===== src/rtl/bmf_pkg.sv =====
`timescale 1ns / 1ps

package bmf_pkg;

  // Sizes of the line stores and of the data path.
  localparam int MAX_WIDTH   = 1024;
  localparam int COL_BITS    = $clog2(MAX_WIDTH);
  localparam int WIDTH_BITS  = 11;
  localparam int ROW_BITS    = 16;
  localparam int SAMPLE_BITS = 16;
  localparam int FRAC_BITS   = 8;
  localparam int COLSUM_BITS = SAMPLE_BITS + 2;
  localparam int SUM_BITS    = SAMPLE_BITS + 4;
  localparam int MAG_BITS    = SUM_BITS - 1 + FRAC_BITS;
  localparam int MEAN_BITS   = 24;

  // Reciprocals for exact floor division by 3 and by 9 after a 33-bit shift.
  localparam int RECIP_BITS  = 32;
  localparam int RECIP_SHIFT = 33;
  localparam logic [RECIP_BITS-1:0] RECIP3 = 32'hAAAA_AAAB;
  localparam logic [RECIP_BITS-1:0] RECIP9 = 32'h38E3_8E39;
  localparam int PROD_BITS   = MAG_BITS + RECIP_BITS;

  // Configuration register addresses (word index) and reset values.
  localparam logic REG_WIDTH  = 1'b0;
  localparam logic REG_HEIGHT = 1'b1;
  localparam logic [WIDTH_BITS-1:0] WIDTH_RESET  = 11'd1024;
  localparam logic [ROW_BITS-1:0]   HEIGHT_RESET = 16'd1;

  // The four result positions an input word can complete, in output order.
  typedef enum logic [1:0] {
    RES_ABOVE_LEFT = 2'd0,
    RES_ABOVE_LAST = 2'd1,
    RES_CUR_LEFT   = 2'd2,
    RES_CUR_LAST   = 2'd3
  } res_sel_t;

  // Commands from the controller to the data path.
  typedef struct packed {
    logic     capture;
    logic     read;
    logic     update;
    logic     div_prep;
    logic     div_mul;
    logic     load_out;
    res_sel_t sel;
    logic     last;
  } bmf_cmd_t;

  // Status from the data path to the controller.
  typedef struct packed {
    logic [3:0] res_mask;
  } bmf_stat_t;

endpackage


===== src/rtl/bmf_ctrl.sv =====
`timescale 1ns / 1ps

module bmf_ctrl import bmf_pkg::*; (
  input  logic      clk,
  input  logic      rst_n,
  input  logic      in_valid,
  output logic      in_ready,
  output logic      out_valid,
  input  logic      out_ready,
  input  bmf_stat_t stat,
  output bmf_cmd_t  cmd
);

  typedef enum logic [2:0] {
    S_IDLE,
    S_READ,
    S_UPDATE,
    S_SCAN,
    S_PREP,
    S_MUL,
    S_LOAD,
    S_OUT
  } state_t;

  state_t     state_r, state_nxt;
  logic [3:0] pend_r, pend_nxt;
  res_sel_t   sel_r, sel_nxt;
  res_sel_t   first_sel;

  // Lowest pending result comes out first.
  always_comb begin
    if (pend_r[RES_ABOVE_LEFT])      first_sel = RES_ABOVE_LEFT;
    else if (pend_r[RES_ABOVE_LAST]) first_sel = RES_ABOVE_LAST;
    else if (pend_r[RES_CUR_LEFT])   first_sel = RES_CUR_LEFT;
    else                             first_sel = RES_CUR_LAST;
  end

  // Next state and commands.
  always_comb begin
    state_nxt = state_r;
    pend_nxt  = pend_r;
    sel_nxt   = sel_r;
    cmd       = '0;
    cmd.sel   = sel_r;
    cmd.last  = (pend_r == '0);
    unique case (state_r)
      S_IDLE: begin
        if (in_valid) begin
          cmd.capture = 1'b1;
          state_nxt   = S_READ;
        end
      end
      S_READ: begin
        cmd.read  = 1'b1;
        state_nxt = S_UPDATE;
      end
      S_UPDATE: begin
        cmd.update = 1'b1;
        state_nxt  = S_SCAN;
      end
      S_SCAN: begin
        pend_nxt  = stat.res_mask;
        state_nxt = (stat.res_mask == '0) ? S_IDLE : S_PREP;
      end
      S_PREP: begin
        cmd.div_prep       = 1'b1;
        cmd.sel            = first_sel;
        sel_nxt            = first_sel;
        pend_nxt[first_sel] = 1'b0;
        state_nxt          = S_MUL;
      end
      S_MUL: begin
        cmd.div_mul = 1'b1;
        state_nxt   = S_LOAD;
      end
      S_LOAD: begin
        cmd.load_out = 1'b1;
        state_nxt    = S_OUT;
      end
      S_OUT: begin
        if (out_ready) state_nxt = (pend_r == '0) ? S_IDLE : S_PREP;
      end
      default: state_nxt = S_IDLE;
    endcase
  end

  always_ff @(posedge clk) begin
    if (!rst_n) begin
      state_r <= S_IDLE;
      pend_r  <= '0;
      sel_r   <= RES_ABOVE_LEFT;
    end else begin
      state_r <= state_nxt;
      pend_r  <= pend_nxt;
      sel_r   <= sel_nxt;
    end
  end

  assign in_ready  = (state_r == S_IDLE);
  assign out_valid = (state_r == S_OUT);

endmodule


===== config.mk =====
export PLATFORM = sky130hd
export DESIGN_NAME = bmf_ctrl
export DESIGN_NICKNAME = d
export VERILOG_FILES = /design/src/rtl/bmf_pkg.sv /design/src/rtl/bmf_ctrl.sv
export SDC_FILE = /design/constraint.sdc
export NUM_CORES = 1
export LEC_CHECK = 0
export BUFFER_PORTS_ARGS = -buffer_cell sky130_fd_sc_hd__buf_2
export CORE_MARGIN = 1
export CORE_UTILIZATION = 30
export CTS_CLUSTER_SIZE = 30
export DETAILED_ROUTE_END_ITERATION = 10
export GPL_ROUTABILITY_DRIVEN = 1
export GPL_TIMING_DRIVEN = 1
export SYNTH_ARGS = -nofsm -noshare
export SYNTH_HDL_FRONTEND = slang
export SYNTH_SLANG_ARGS = --single-unit

===== constraint.sdc =====
create_clock -name clk -period 1.95 [get_ports clk]
set_input_delay 0.2925 -clock clk [delete_from_list [all_inputs] [get_ports clk]]
set_output_delay 0.2925 -clock clk [all_outputs]
set_load 0.02 [all_outputs]

* After elaboration in Yosys (flattened, before gate mapping) *
Index checks and enable logic that the tools add are counted.
Widths: inputs -> output; s select.

word-level totals
  input bits = 8
  flip-flop bits (word level) = 9
  output and inout port bits = 11

operators by class
  equal/unequal tests = 9
  bitwise logic cells = 2
  mux-type cells = 19
  order comparisons = 2
  reduce and logical (&&, ||, !) cells = 6

operators by type and width
  kind                count
  $pmux 3 s8          1
  $eq 3x3->1 const B  4
  $mux 3              4
  $mux 1              9
  $logic_not 4->1     2
  $pmux 4 s2          1
  $eq 3x2->1 const B  2
  $mux 2              3
  $and 4x4->4         1
  $not 4->4           1
  $eq 3x1->1 const B  1
  $logic_not 3->1     1
  $lt 2x3->1 const B  1
  $demux 1 s2         1
  $ge 2x1->1 const B  1
  $ne 2x1->1 const B  1
  $ne 2x2->1 const B  1
  $reduce_and 2->1    1
  $reduce_bool 2->1   1
  $logic_and 1x1->1   1

* Logic depth before layout (Yosys ltp) *
Gate-level depths: netlist of run 1.

  depth after elaboration = 10
  mapped depth = 4
  depth with buffers taken out = 3

* Worst setup path after synthesis of run 1 *
OpenSTA, ideal clock, no wires.

  kind = register to output
  start = register state_r[1]
  end = output cmd[8] in the netlist's numbering
  stages on the path, launching flop included = 4
  arrival = 1.342 ns
  setup slack = 0.316 ns
  cells stage by stage = dfxtp_1 clkbuf_1 nor3_1 and2_1

RTL lines
  what                      RTL line        text
  start: declaration        bmf_ctrl.sv:25  state_t state_r, state_nxt;
  start signal: assignment  bmf_ctrl.sv:93  state_r <= state_nxt;
  end: declaration          bmf_ctrl.sv:11  output bmf_cmd_t cmd

==> results of run 1 <==
-- power by group --
group | switching [uW] | internal [uW] | total (uW)
clock | 61.6 | 78.6 | 140
combinational | 60.8 | 42.8 | 104
sequential | 5.39 | 193 | 198
total | 128 | 314 | 442
-- metal layers --
layer | part of all wire | vias to the layer above | global-route usage
li1 | - | 245 | -
met1 | 0.46 | 218 | 0.149
met2 | 0.48 | 5 | 0.184
met3 | 0.032 | 4 | 0.0522
met4 | 0.025 | 0 | 0.0581
met5 | 0 | - | 0
-- final cells by class --
| class | instances | area, um^2 |
|---|---|---|
| inverter | 3 | 11.3 |
| clock buffer | 4 | 26.3 |
| multi-input combinational | 40 | 263 |
| tap | 15 | 18.8 |
| sequential | 9 | 180 |
| fill | 131 | 771 |
| timing repair buffer | 21 | 113 |
-- placed cells by master, fill, tap and decap left out --
| cell type | synthesis | routed |
|---|---|---|
| clkbuf_1 | 3 | 1 |
| buf_2 | 1 | 18 |
| a21boi_0 | 1 | 1 |
| nand4_1 | 1 | 1 |
| or3_4 | 1 | 1 |
| buf_4 | 0 | 3 |
| nor3b_1 | 2 | 2 |
| clkbuf_4 | 0 | 3 |
| a211o_1 | 1 | 1 |
| mux2i_1 | 2 | 2 |
| nand2_1 | 5 | 5 |
| nor4_1 | 2 | 2 |
| a211oi_1 | 1 | 1 |
| mux2_2 | 1 | 1 |
| dfxtp_1 | 9 | 9 |
| a21oi_1 | 2 | 2 |
| or4_1 | 1 | 1 |
| nand2b_1 | 1 | 1 |
| and2_1 | 1 | 1 |
| o21a_1 | 1 | 1 |
| and4_1 | 1 | 1 |
| and3b_1 | 2 | 2 |
| nand3b_1 | 1 | 1 |
| nor3_1 | 2 | 2 |
| or3b_4 | 0 | 1 |
| and3_1 | 2 | 2 |
| o21ai_0 | 3 | 3 |
| nor2_1 | 3 | 3 |
| a31oi_1 | 2 | 2 |
| inv_1 | 3 | 3 |
-- worst max-delay path, cell delays in order (launching register included) --
cell and delay [ns]:
dfxtp_1 0.31, or3b_4 0.44, or3_4 0.35, nand2_1 0.06
buf_2 0.15
-- per-stage QoR --
| stage | util | total power, uW | hold slack (ns) | worst slack, ns |
|---|---|---|---|---|
| global placement | 0.422 | 305 | 0.457 | 0.301 |
| CTS | 0.443 | 451 | 0.293 | 0.0720 |
| global route | 0.443 | 469 | 0.296 | 0.0395 |
| floorplan | - | 268 | 0.410 | 0.316 |
| finish | 0.443 | 442 | 0.302 | 0.0909 |
| detailed placement | 0.422 | 305 | 0.462 | 0.279 |
-- worst max-delay path by stage --
| stage | startpoint | end |
|---|---|---|
| final | state_r[0] | cmd[2] |
| after floorplan | state_r[1] | cmd[8] |
| after CTS | state_r[0] | cmd[2] |
| after global routing | state_r[0] | cmd[2] |
| after detailed placement | state_r[0] | cmd[2] |
| after global placement | state_r[0] | cmd[2] |
-- state kept, by name (all words and copies together) (netlist names) --
name / cells
state_r: 3
sel_r: 2
pend_r: 4
-- what timing repair did --
action,CTS,global route
hold endpoints to repair,0,0
hold buffers,0,0
endpoints found under the setup margin,1,0
gates resized for setup,1,0
-- logic make-up after synthesis --
logic type / count (synthesis)
DFF: 9
muxes: 3
AOI/OAI and AO/OA: 11
buffers and inverters: 7
and+or+nand+nor: 26
==> results.py, run 1 <==
metrics = {
    "global_route": {
        "grt_overflow": 0,
        "antenna_found_initial": 0,
        "grt_pass1_wl_um": 1630,
        "track_usage": 0.123,
        "grt_pass1_vias": 387,
        "grt_max_degree": 14,
    },
    "clock_network": {
        "clock_sinks": 9,
        "cts_setup_buffers": 0,
        "cts_max_path_buffers": 2,
        "cts_max_level": 1,
        "cts.root.buffer_cell": "clkbuf_4",
        "clock_latency_ns": 0.26,
        "clkTransAtPathRegs_ns": 0.06,
        "cts_tree": "built",
        "cts_buffers": 3,
    },
    "sta": {
        "period_share": 0.953,
        "drv_slew": 0,
        "fin_crit_ns": 1.86,
        "rsz0062_at_grt": "false",
        "tightest_slew_ns": 0.331,
        "max_slew_margin": 0.777,
        "hold_violations": 0,
        "tns_ns": 0,
        "clock_skew_ns": 0.00493,
        "setup_violations": 0,
        "fmax_mhz": 538,
    },
    "yosys": {
        "synth.yosys.seq_area_share": 0.385,
        "synth_compound_area_frac": 0.147,
        "syn_avg_cell_area_um2": 8.36,
        "synth_commonest_cells": "dfxtp_1 (9), nand2_1 (5)",
        "synth_edf_count": 0,
        "synth_area_um2": 468,
        "yosysMostFrequentCell": "dfxtp_1",
        "syn_nets": 64,
        "synth_area_leaders": "dfxtp_1 (39%), mux2i_1 (4.3%), nand2_1 (4.0%), and3b_1 (3.7%), o21ai_0 (3.2%)",
        "netlist_instances": 56,
        "synth_area_leader_cell": "dfxtp_1",
        "ys_types": 28,
        "synth_warnings": 0,
        "synth_top_area_share": 0.385,
        "synth_fa_ha_area_frac": 0,
        "synth_mux_area_frac": 0.0668,
        "synth-seq-cells": 9,
        "synthSimpleGateAreaFrac": 0.342,
        "synth_top_family_by_area": "simple AND/OR/NAND/NOR gates",
        "ys.flop_type": "dfxtp_1",
        "synthArstFlopShare": 0,
        "synth_xor_area_frac": 0,
    },
    "worst_setup_path": {
        "crit_type": "register to primary output",
        "start_kind": "register",
        "r2r-end": "pend_r[2]",
        "ff2ff_setup_slack_ns": 0.59,
        "crit_arrival_ns": 1.57,
        "regToRegStartpoint": "state_r[0]",
        "crit_fanout": 8,
        "cp-end-kind": "primary output",
        "reg2regPathDepth": 3,
        "required_ns": 1.66,
    },
    "final_layout": {
        "nets": 86,
        "area_growth_pct": 30.7,
        "insertedDiodeCount": 0,
        "fin_cells": 92,
        "design_area_um2": 612,
        "drive_gt1_frac": 0.351,
    },
    "power_and_ir_drop": {
        "powerDensity_nw_per_um2": 723,
        "power.leakage_uw": 0.000319,
        "ir_worst_vdd_mv": 0.264,
    },
    "drt": {
        "ant_nets": 0,
        "vias_per_cell": 5.13,
        "wl_per_cell_um": 11.3,
        "num_vias": 472,
        "routed_wl_um": 1040,
        "dr.pass1.iters": 3,
        "drc": 0,
        "drtIter0Drc": 11,
    },
    "placement": {
        "dp_hpwl_um": 778,
        "port-buffer-count": 18,
        "placed_area_um2": 583,
        "placed_cells": 88,
        "gp_congestion": 0.754,
    },
    "die": {
        "die-width_um": 41.5,
        "ios": 19,
        "rows": 13,
        "initial_core_util": 0.338,
        "core_um2": 1380,
        "die-area_um2": 1720,
        "dieHeight_um": 41.5,
    },
    "status": {
        "status": "completed",
    },
    "hold_path": {
        "min_path_cells": 3,
        "whs_endpoint": "pend_r[0]",
        "hold_class": "primary input to register",
        "holdCritStartpoint": "stat[0]",
    },
    "run": {
        "maxCapViolCount": 0,
    },
}
Note: power is estimated with default switching activity, not from simulation.
==> run 2, diff against run 1 <==
ABC_AREA = 1   (was default)
clock period = 2 ns   (was 1.95 ns; I/O delays follow)
==> run 2 against run 1 <==
  * Via count is 12% higher
  * First-iteration DRC count decreased by 27%
  * Core utilization shrank 2.9 points
  * Global-route usage up 0.65 points
  * Sequential share of layout area decreased by 1.2 points
  * Total power rose by 3.2%
  * Final cell count grew 24%
  * Non-clock buffer count is 3 lower
  * Clock power hardly changed
  * Design area is 4.1% higher
  * Setup slack improved by 0.24 ns
  * Combinational power up 9%
  * Highest routed layer unchanged
==> results.py, run 2 <==
metrics = {
    "yosys": {
        "ys.flop_type": "dfxtp_1",
        "synth_area_um2": 512,
        "synthArstFlopShare": 0,
        "netlist_instances": 77,
        "synth-seq-cells": 9,
        "syn_avg_cell_area_um2": 6.65,
        "syn_nets": 85,
        "synth_area_leader_cell": "dfxtp_1",
        "yosysMostFrequentCell": "nand2_1",
        "ys_types": 19,
        "synth_edf_count": 0,
        "synth_area_leaders": "dfxtp_1 (35%), nand2_1 (15%), nor2_1 (8.1%), inv_1 (7.3%), nor2_4 (6.6%)",
        "synth_warnings": 0,
        "synth.yosys.seq_area_share": 0.352,
        "synth_top_area_share": 0.352,
        "synth_commonest_cells": "nand2_1 (20), nor2_1 (11), inv_1 (10)",
    },
    "sta": {
        "rsz0062_at_grt": "false",
        "tns_ns": 0,
        "period_share": 0.832,
        "fmax_mhz": 601,
        "clock_skew_ns": 0.000534,
        "setup_violations": 0,
        "worst_slack_ns": 0.336,
        "max_slew_margin": 0.720,
        "fin_crit_ns": 1.66,
        "drv_slew": 0,
        "hold_violations": 0,
        "tightest_slew_ns": 0.420,
    },
    "placement": {
        "dp_hpwl_um": 862,
        "port-buffer-count": 18,
        "gp_congestion": 0.798,
        "place_ws_ns": 0.618,
    },
    "clock_network": {
        "cts-resized-gates": 0,
        "cts_max_level": 1,
        "cts.root.buffer_cell": "clkbuf_4",
        "cts_buffers": 3,
        "cts_setup_buffers": 0,
        "clock_sinks": 9,
        "cts_tree": "built",
        "clkTransAtPathRegs_ns": 0.06,
        "cts_hold_buf": 0,
        "clock_latency_ns": 0.26,
        "cts_max_path_buffers": 2,
    },
    "worst_setup_path": {
        "crit_arrival_ns": 1.36,
        "required_ns": 1.70,
        "crit_family": "flip-flops",
        "critPathBufInv": 1,
        "ff2ff_setup_slack_ns": 0.85,
        "crit_type": "register to primary output",
        "cpPeakStageDelay_ns": 0.58,
        "crit_fanout": 9,
        "crit_chain": "nand2_4 -> nor2_4 -> o21ai_2 -> nand2_1 -> buf_2",
        "reg2regPathDepth": 5,
        "regToRegStartpoint": "state_r[2]",
        "r2r-end": "state_r[0]",
        "cp-end-kind": "primary output",
        "start_kind": "register",
        "slowest_stage": "dfxtp_1",
    },
    "hold_path": {
        "hold_class": "primary input to register",
        "whs_endpoint": "state_r[2]",
        "holdCritStartpoint": "rst_n",
        "min_path_cells": 3,
    },
    "final_layout": {
        "largest_reg_flops": 4,
        "final_common_cell": "nand2_1",
        "area_growth_pct": 24.4,
        "regMostFlops": "pend_r",
        "most-common-layout-cells": "nand2_1 (20), buf_2 (18), nor2_1 (11), inv_1 (10), dfxtp_1 (9)",
        "drive_gt1_frac": 0.316,
        "insertedDiodeCount": 0,
        "reg_top3": "pend_r: 4 flops, state_r: 3 flops, sel_r: 2 flops",
        "nets": 107,
    },
    "drt": {
        "ant_nets": 0,
        "drtIter0Drc": 8,
        "num_vias": 527,
        "vias_per_cell": 4.62,
        "drc": 0,
        "wl_per_cell_um": 9.34,
        "routed_wl_um": 1070,
        "dr.pass1.iters": 4,
    },
    "die": {
        "initial_core_util": 0.332,
        "ios": 19,
        "core_um2": 1540,
        "rows": 14,
        "dieHeight_um": 43.3,
        "die-area_um2": 1870,
        "die-width_um": 43.3,
    },
    "global_route": {
        "grt_pass1_vias": 471,
        "grt_overflow": 0,
        "grt_pass1_wl_um": 1790,
        "track_usage": 0.129,
        "grt_max_degree": 10,
        "antenna_found_initial": 0,
    },
    "status": {
        "status": "completed",
    },
    "power_and_ir_drop": {
        "powerDensity_nw_per_um2": 717,
        "total_power_uw": 457,
        "power.leakage_uw": 0.000344,
        "ir_worst_vdd_mv": 0.495,
    },
    "run": {
        "maxCapViolCount": 0,
    },
}
run 2: cell count changes after synthesis, sizes merged, moves of 2 or more:
cell and change:
a21oi +3, nor3b -2, mux2i -2, nor2 +12
inv +9, clkbuf -3, and3b -2, nand2 +18
and3 -2, nand3 +3
run 2: worst register-to-register path, stage by stage, from the launching register on:
cell	delay, ns
dfxtp_1	0.58
inv_2	0.12
nor2_4	0.13
nand2_2	0.07
a21boi_1	0.13
nor2_1	0.07
run 2: worst max path at each step:
stage	from	end	cells after the start
floorplan	pend_r[0]	cmd[0]	1
global route	state_r[2]	cmd[1]	5
global placement	state_r[2]	cmd[1]	5
CTS	state_r[2]	cmd[1]	5
finish	state_r[2]	cmd[1]	5
detailed placement	state_r[2]	cmd[1]	5
run 2: through the flow:
| step | hold slack [ns] | cell area [um^2] | cells | util |
|---|---|---|---|---|
| 2_1_floorplan | 0.398 | 512 | 77 | - |
| 3_3_place_gp | 0.469 | 611 | 110 | 0.396 |
| 3_5_place_dp | 0.475 | 611 | 110 | 0.396 |
| 4_1_cts | 0.282 | 637 | 114 | 0.413 |
| 5_1_grt | 0.314 | 637 | 114 | 0.413 |
| 6_report | 0.283 | 637 | 114 | 0.413 |
run 2: logic make-up (layout without fill, tap and decap cells):
logic type,count (synthesis),count (layout),synth area share
buffers and inverters,13,34,0.110
AOI/OAI and AO/OA,10,10,0.112
and+or+nand+nor,45,45,0.425
DFF,9,9,0.352
run 2: area by class of cell:
class | instances | area, um^2
Sequential cell | 9 | 180
Fill cell | 172 | 905
Tap cell | 16 | 20.0
Timing Repair Buffer | 18 | 90.1
Clock buffer | 4 | 26.3
Inverter | 12 | 45.0
Multi-Input combinational cell | 55 | 275
run 2: power by group:
part           switching [uW]  internal (uW)
sequential               13.2            190
clock                    62.9           76.9
combinational            73.6           39.8
total                     150            307
run 2: metal layers:
| metal | vias to the layer above | global-route usage | part of all wire | wire [um] |
|---|---|---|---|---|
| met2 | 16 | 0.215 | 0.46 | 494 |
| met3 | 2 | 0.0638 | 0.069 | 74 |
| met5 | - | 0 | 0 | 0 |
| met4 | 0 | 0.0364 | 0.0047 | 5 |
| met1 | 225 | 0.145 | 0.46 | 491 |
| li1 | 284 | - | - | - |
==> run 3, diff against run 2 <==
ABC_AREA = 0   (was 1)
clock period = 1.5 ns   (was 2 ns; I/O delays follow)
==> run 3 against run 2 <==
  * The run now ends with negative setup slack left
  * Critical endpoint is now cmd[2]
  * Critical path type unchanged
  * Critical path depth is 1 lower
  * Routed wire length is 4.0% higher
  * Non-clock buffer count is 7 higher
  * Highest routed layer unchanged
==> results.py, run 3 (synthesized netlist as in run 1, its figures left out) <==
metrics = {
    "die": {
        "rows": 13,
        "core_um2": 1380,
        "dieHeight_um": 41.5,
        "ios": 19,
        "die-width_um": 41.5,
        "initial_core_util": 0.338,
        "die-area_um2": 1720,
    },
    "global_route": {
        "grt_pass1_vias": 435,
        "grt_max_degree": 14,
        "track_usage": 0.142,
        "antenna_found_initial": 0,
        "grt_overflow": 0,
        "grt_pass1_wl_um": 1880,
    },
    "clock_network": {
        "cts_max_level": 1,
        "cts_buffers": 3,
        "cts_setup_buffers": 0,
        "clkTransAtPathRegs_ns": 0.06,
        "cts.root.buffer_cell": "clkbuf_4",
        "cts_max_path_buffers": 2,
        "clock_sinks": 9,
        "clock_latency_ns": 0.26,
        "cts_tree": "built",
    },
    "power_and_ir_drop": {
        "power.leakage_uw": 0.000343,
        "ir_worst_vdd_mv": 0.445,
        "powerDensity_nw_per_um2": 881,
    },
    "final_layout": {
        "reg_top3": "pend_r: 4 flops, state_r: 3 flops, sel_r: 2 flops",
        "final_common_cell": "buf_2",
        "fin_cells": 96,
        "drive_gt1_frac": 0.432,
        "nets": 90,
        "largest_reg_flops": 4,
        "most-common-layout-cells": "buf_2 (14), buf_4 (8), dfxtp_1 (7), nand2_1 (4)",
        "nFillCells": 137,
        "area_growth_pct": 46.3,
        "design_area_um2": 684,
        "regMostFlops": "pend_r",
        "insertedDiodeCount": 0,
    },
    "worst_setup_path": {
        "r2r-end": "pend_r[2]",
        "crit_fanout": 4,
        "regToRegStartpoint": "state_r[0]",
        "required_ns": 1.27,
        "crit_family": "simple AND/OR/NAND/NOR gates",
        "ff2ff_setup_slack_ns": 0.02,
        "crit_end": "cmd[2]",
        "reg2regPathDepth": 4,
        "crit_arrival_ns": 1.51,
        "crit_cells": 4,
        "critPathBufInv": 1,
        "slowest_stage": "or3b_4",
        "crit_path_start": "state_r[0]",
        "cpPeakStageDelay_ns": 0.40,
        "start_kind": "register",
        "cp-end-kind": "primary output",
        "crit_chain": "or3b_4 -> or3_4 -> nand2_4 -> buf_6",
        "crit_type": "register to primary output",
    },
    "sta": {
        "fmax_mhz": 576,
        "hold_violations": 0,
        "holdWs_ns": 0.221,
        "fin_crit_ns": 1.74,
        "worst_slack_ns": -0.237,
        "clock_skew_ns": 0.00298,
        "tns_ns": -0.449,
        "drv_slew": 0,
        "rsz0062_at_grt": "true",
        "max_slew_margin": 0.735,
        "setup_violations": 3,
        "tightest_slew_ns": 0.394,
        "period_share": 1.16,
    },
    "drt": {
        "vias_per_cell": 5.02,
        "ant_nets": 0,
        "routed_wl_um": 1110,
        "wl_per_cell_um": 11.5,
        "drtIter0Drc": 8,
        "drc": 0,
        "dr.pass1.iters": 4,
        "num_vias": 482,
    },
    "placement": {
        "port-buffer-count": 18,
        "gp_congestion": 0.752,
        "placed_area_um2": 626,
        "dp_hpwl_um": 829,
        "placed_cells": 92,
    },
    "hold_path": {
        "hold_class": "primary input to register",
    },
    "status": {
        "violations": "negative setup slack",
        "status": "finished with violations",
    },
    "run": {
        "maxCapViolCount": 0,
    },
}
==> run 3: cell count changes in the layout (fill, tap and decap cells not counted), moves of 4 or more <==
cell and delta:
nand2_1 -16, buf_4 +8, nor2_1 -8, inv_1 -7, buf_2 -4
==> run 3: worst min-delay path by stage <==
stage	from	to	slack, ns	cells after the start
after CTS	stat[0]	pend_r[0]	0.22	3
after detailed placement	sel_r[0]	sel_r[0]	0.47	2
after global routing	stat[0]	pend_r[0]	0.23	3
final	stat[0]	pend_r[0]	0.22	3
after global placement	sel_r[0]	sel_r[0]	0.46	2
after floorplan	rst_n	state_r[0]	0.34	1
==> run 3: cell type report <==
class,count,area (um^2),area share
Multi-Input combinational cell,40,282,0.411
Sequential cell,9,183,0.267
Timing Repair Buffer,25,164,0.239
Clock buffer,4,26.3,0.0384
Tap cell,15,18.8,0.0274
Inverter,3,11.3,0.0165
==> run 3: routing by layer <==
layer  share of wire  wire [um]  track usage
met5               0          0            0
met3           0.039         43       0.0652
met4           0.015         17       0.0581
met1            0.47        525        0.188
met2            0.47        522        0.197
==> run 3: timing repair <==
action,CTS,global route
endpoints found under the setup margin,4,6
hold buffers,0,0
resized for setup,8,3
pin swaps,2,2
==> run 3: worst reg2reg max path: stages (launching register included) <==
cell and delay [ns]:
dfxtp_2 0.31, or3b_4 0.40, or3_4 0.36, buf_4 0.15
and3_1 0.15
==> run 3: through the flow <==
stage,setup slack [ns],total power (uW),utilization
2_1_floorplan,0.00631,353,-
3_3_place_gp,-0.0118,407,0.452
3_5_place_dp,-0.0124,409,0.452
4_1_cts,-0.237,604,0.488
5_1_grt,-0.286,634,0.495
6_report,-0.237,603,0.495
==> run 3: power breakdown <==
group | internal [uW] | total [uW] | switching, uW
sequential | 252 | 258 | 6.71
combinational | 72.4 | 160 | 87.5
clock | 102 | 185 | 82.2
total | 426 | 603 | 176
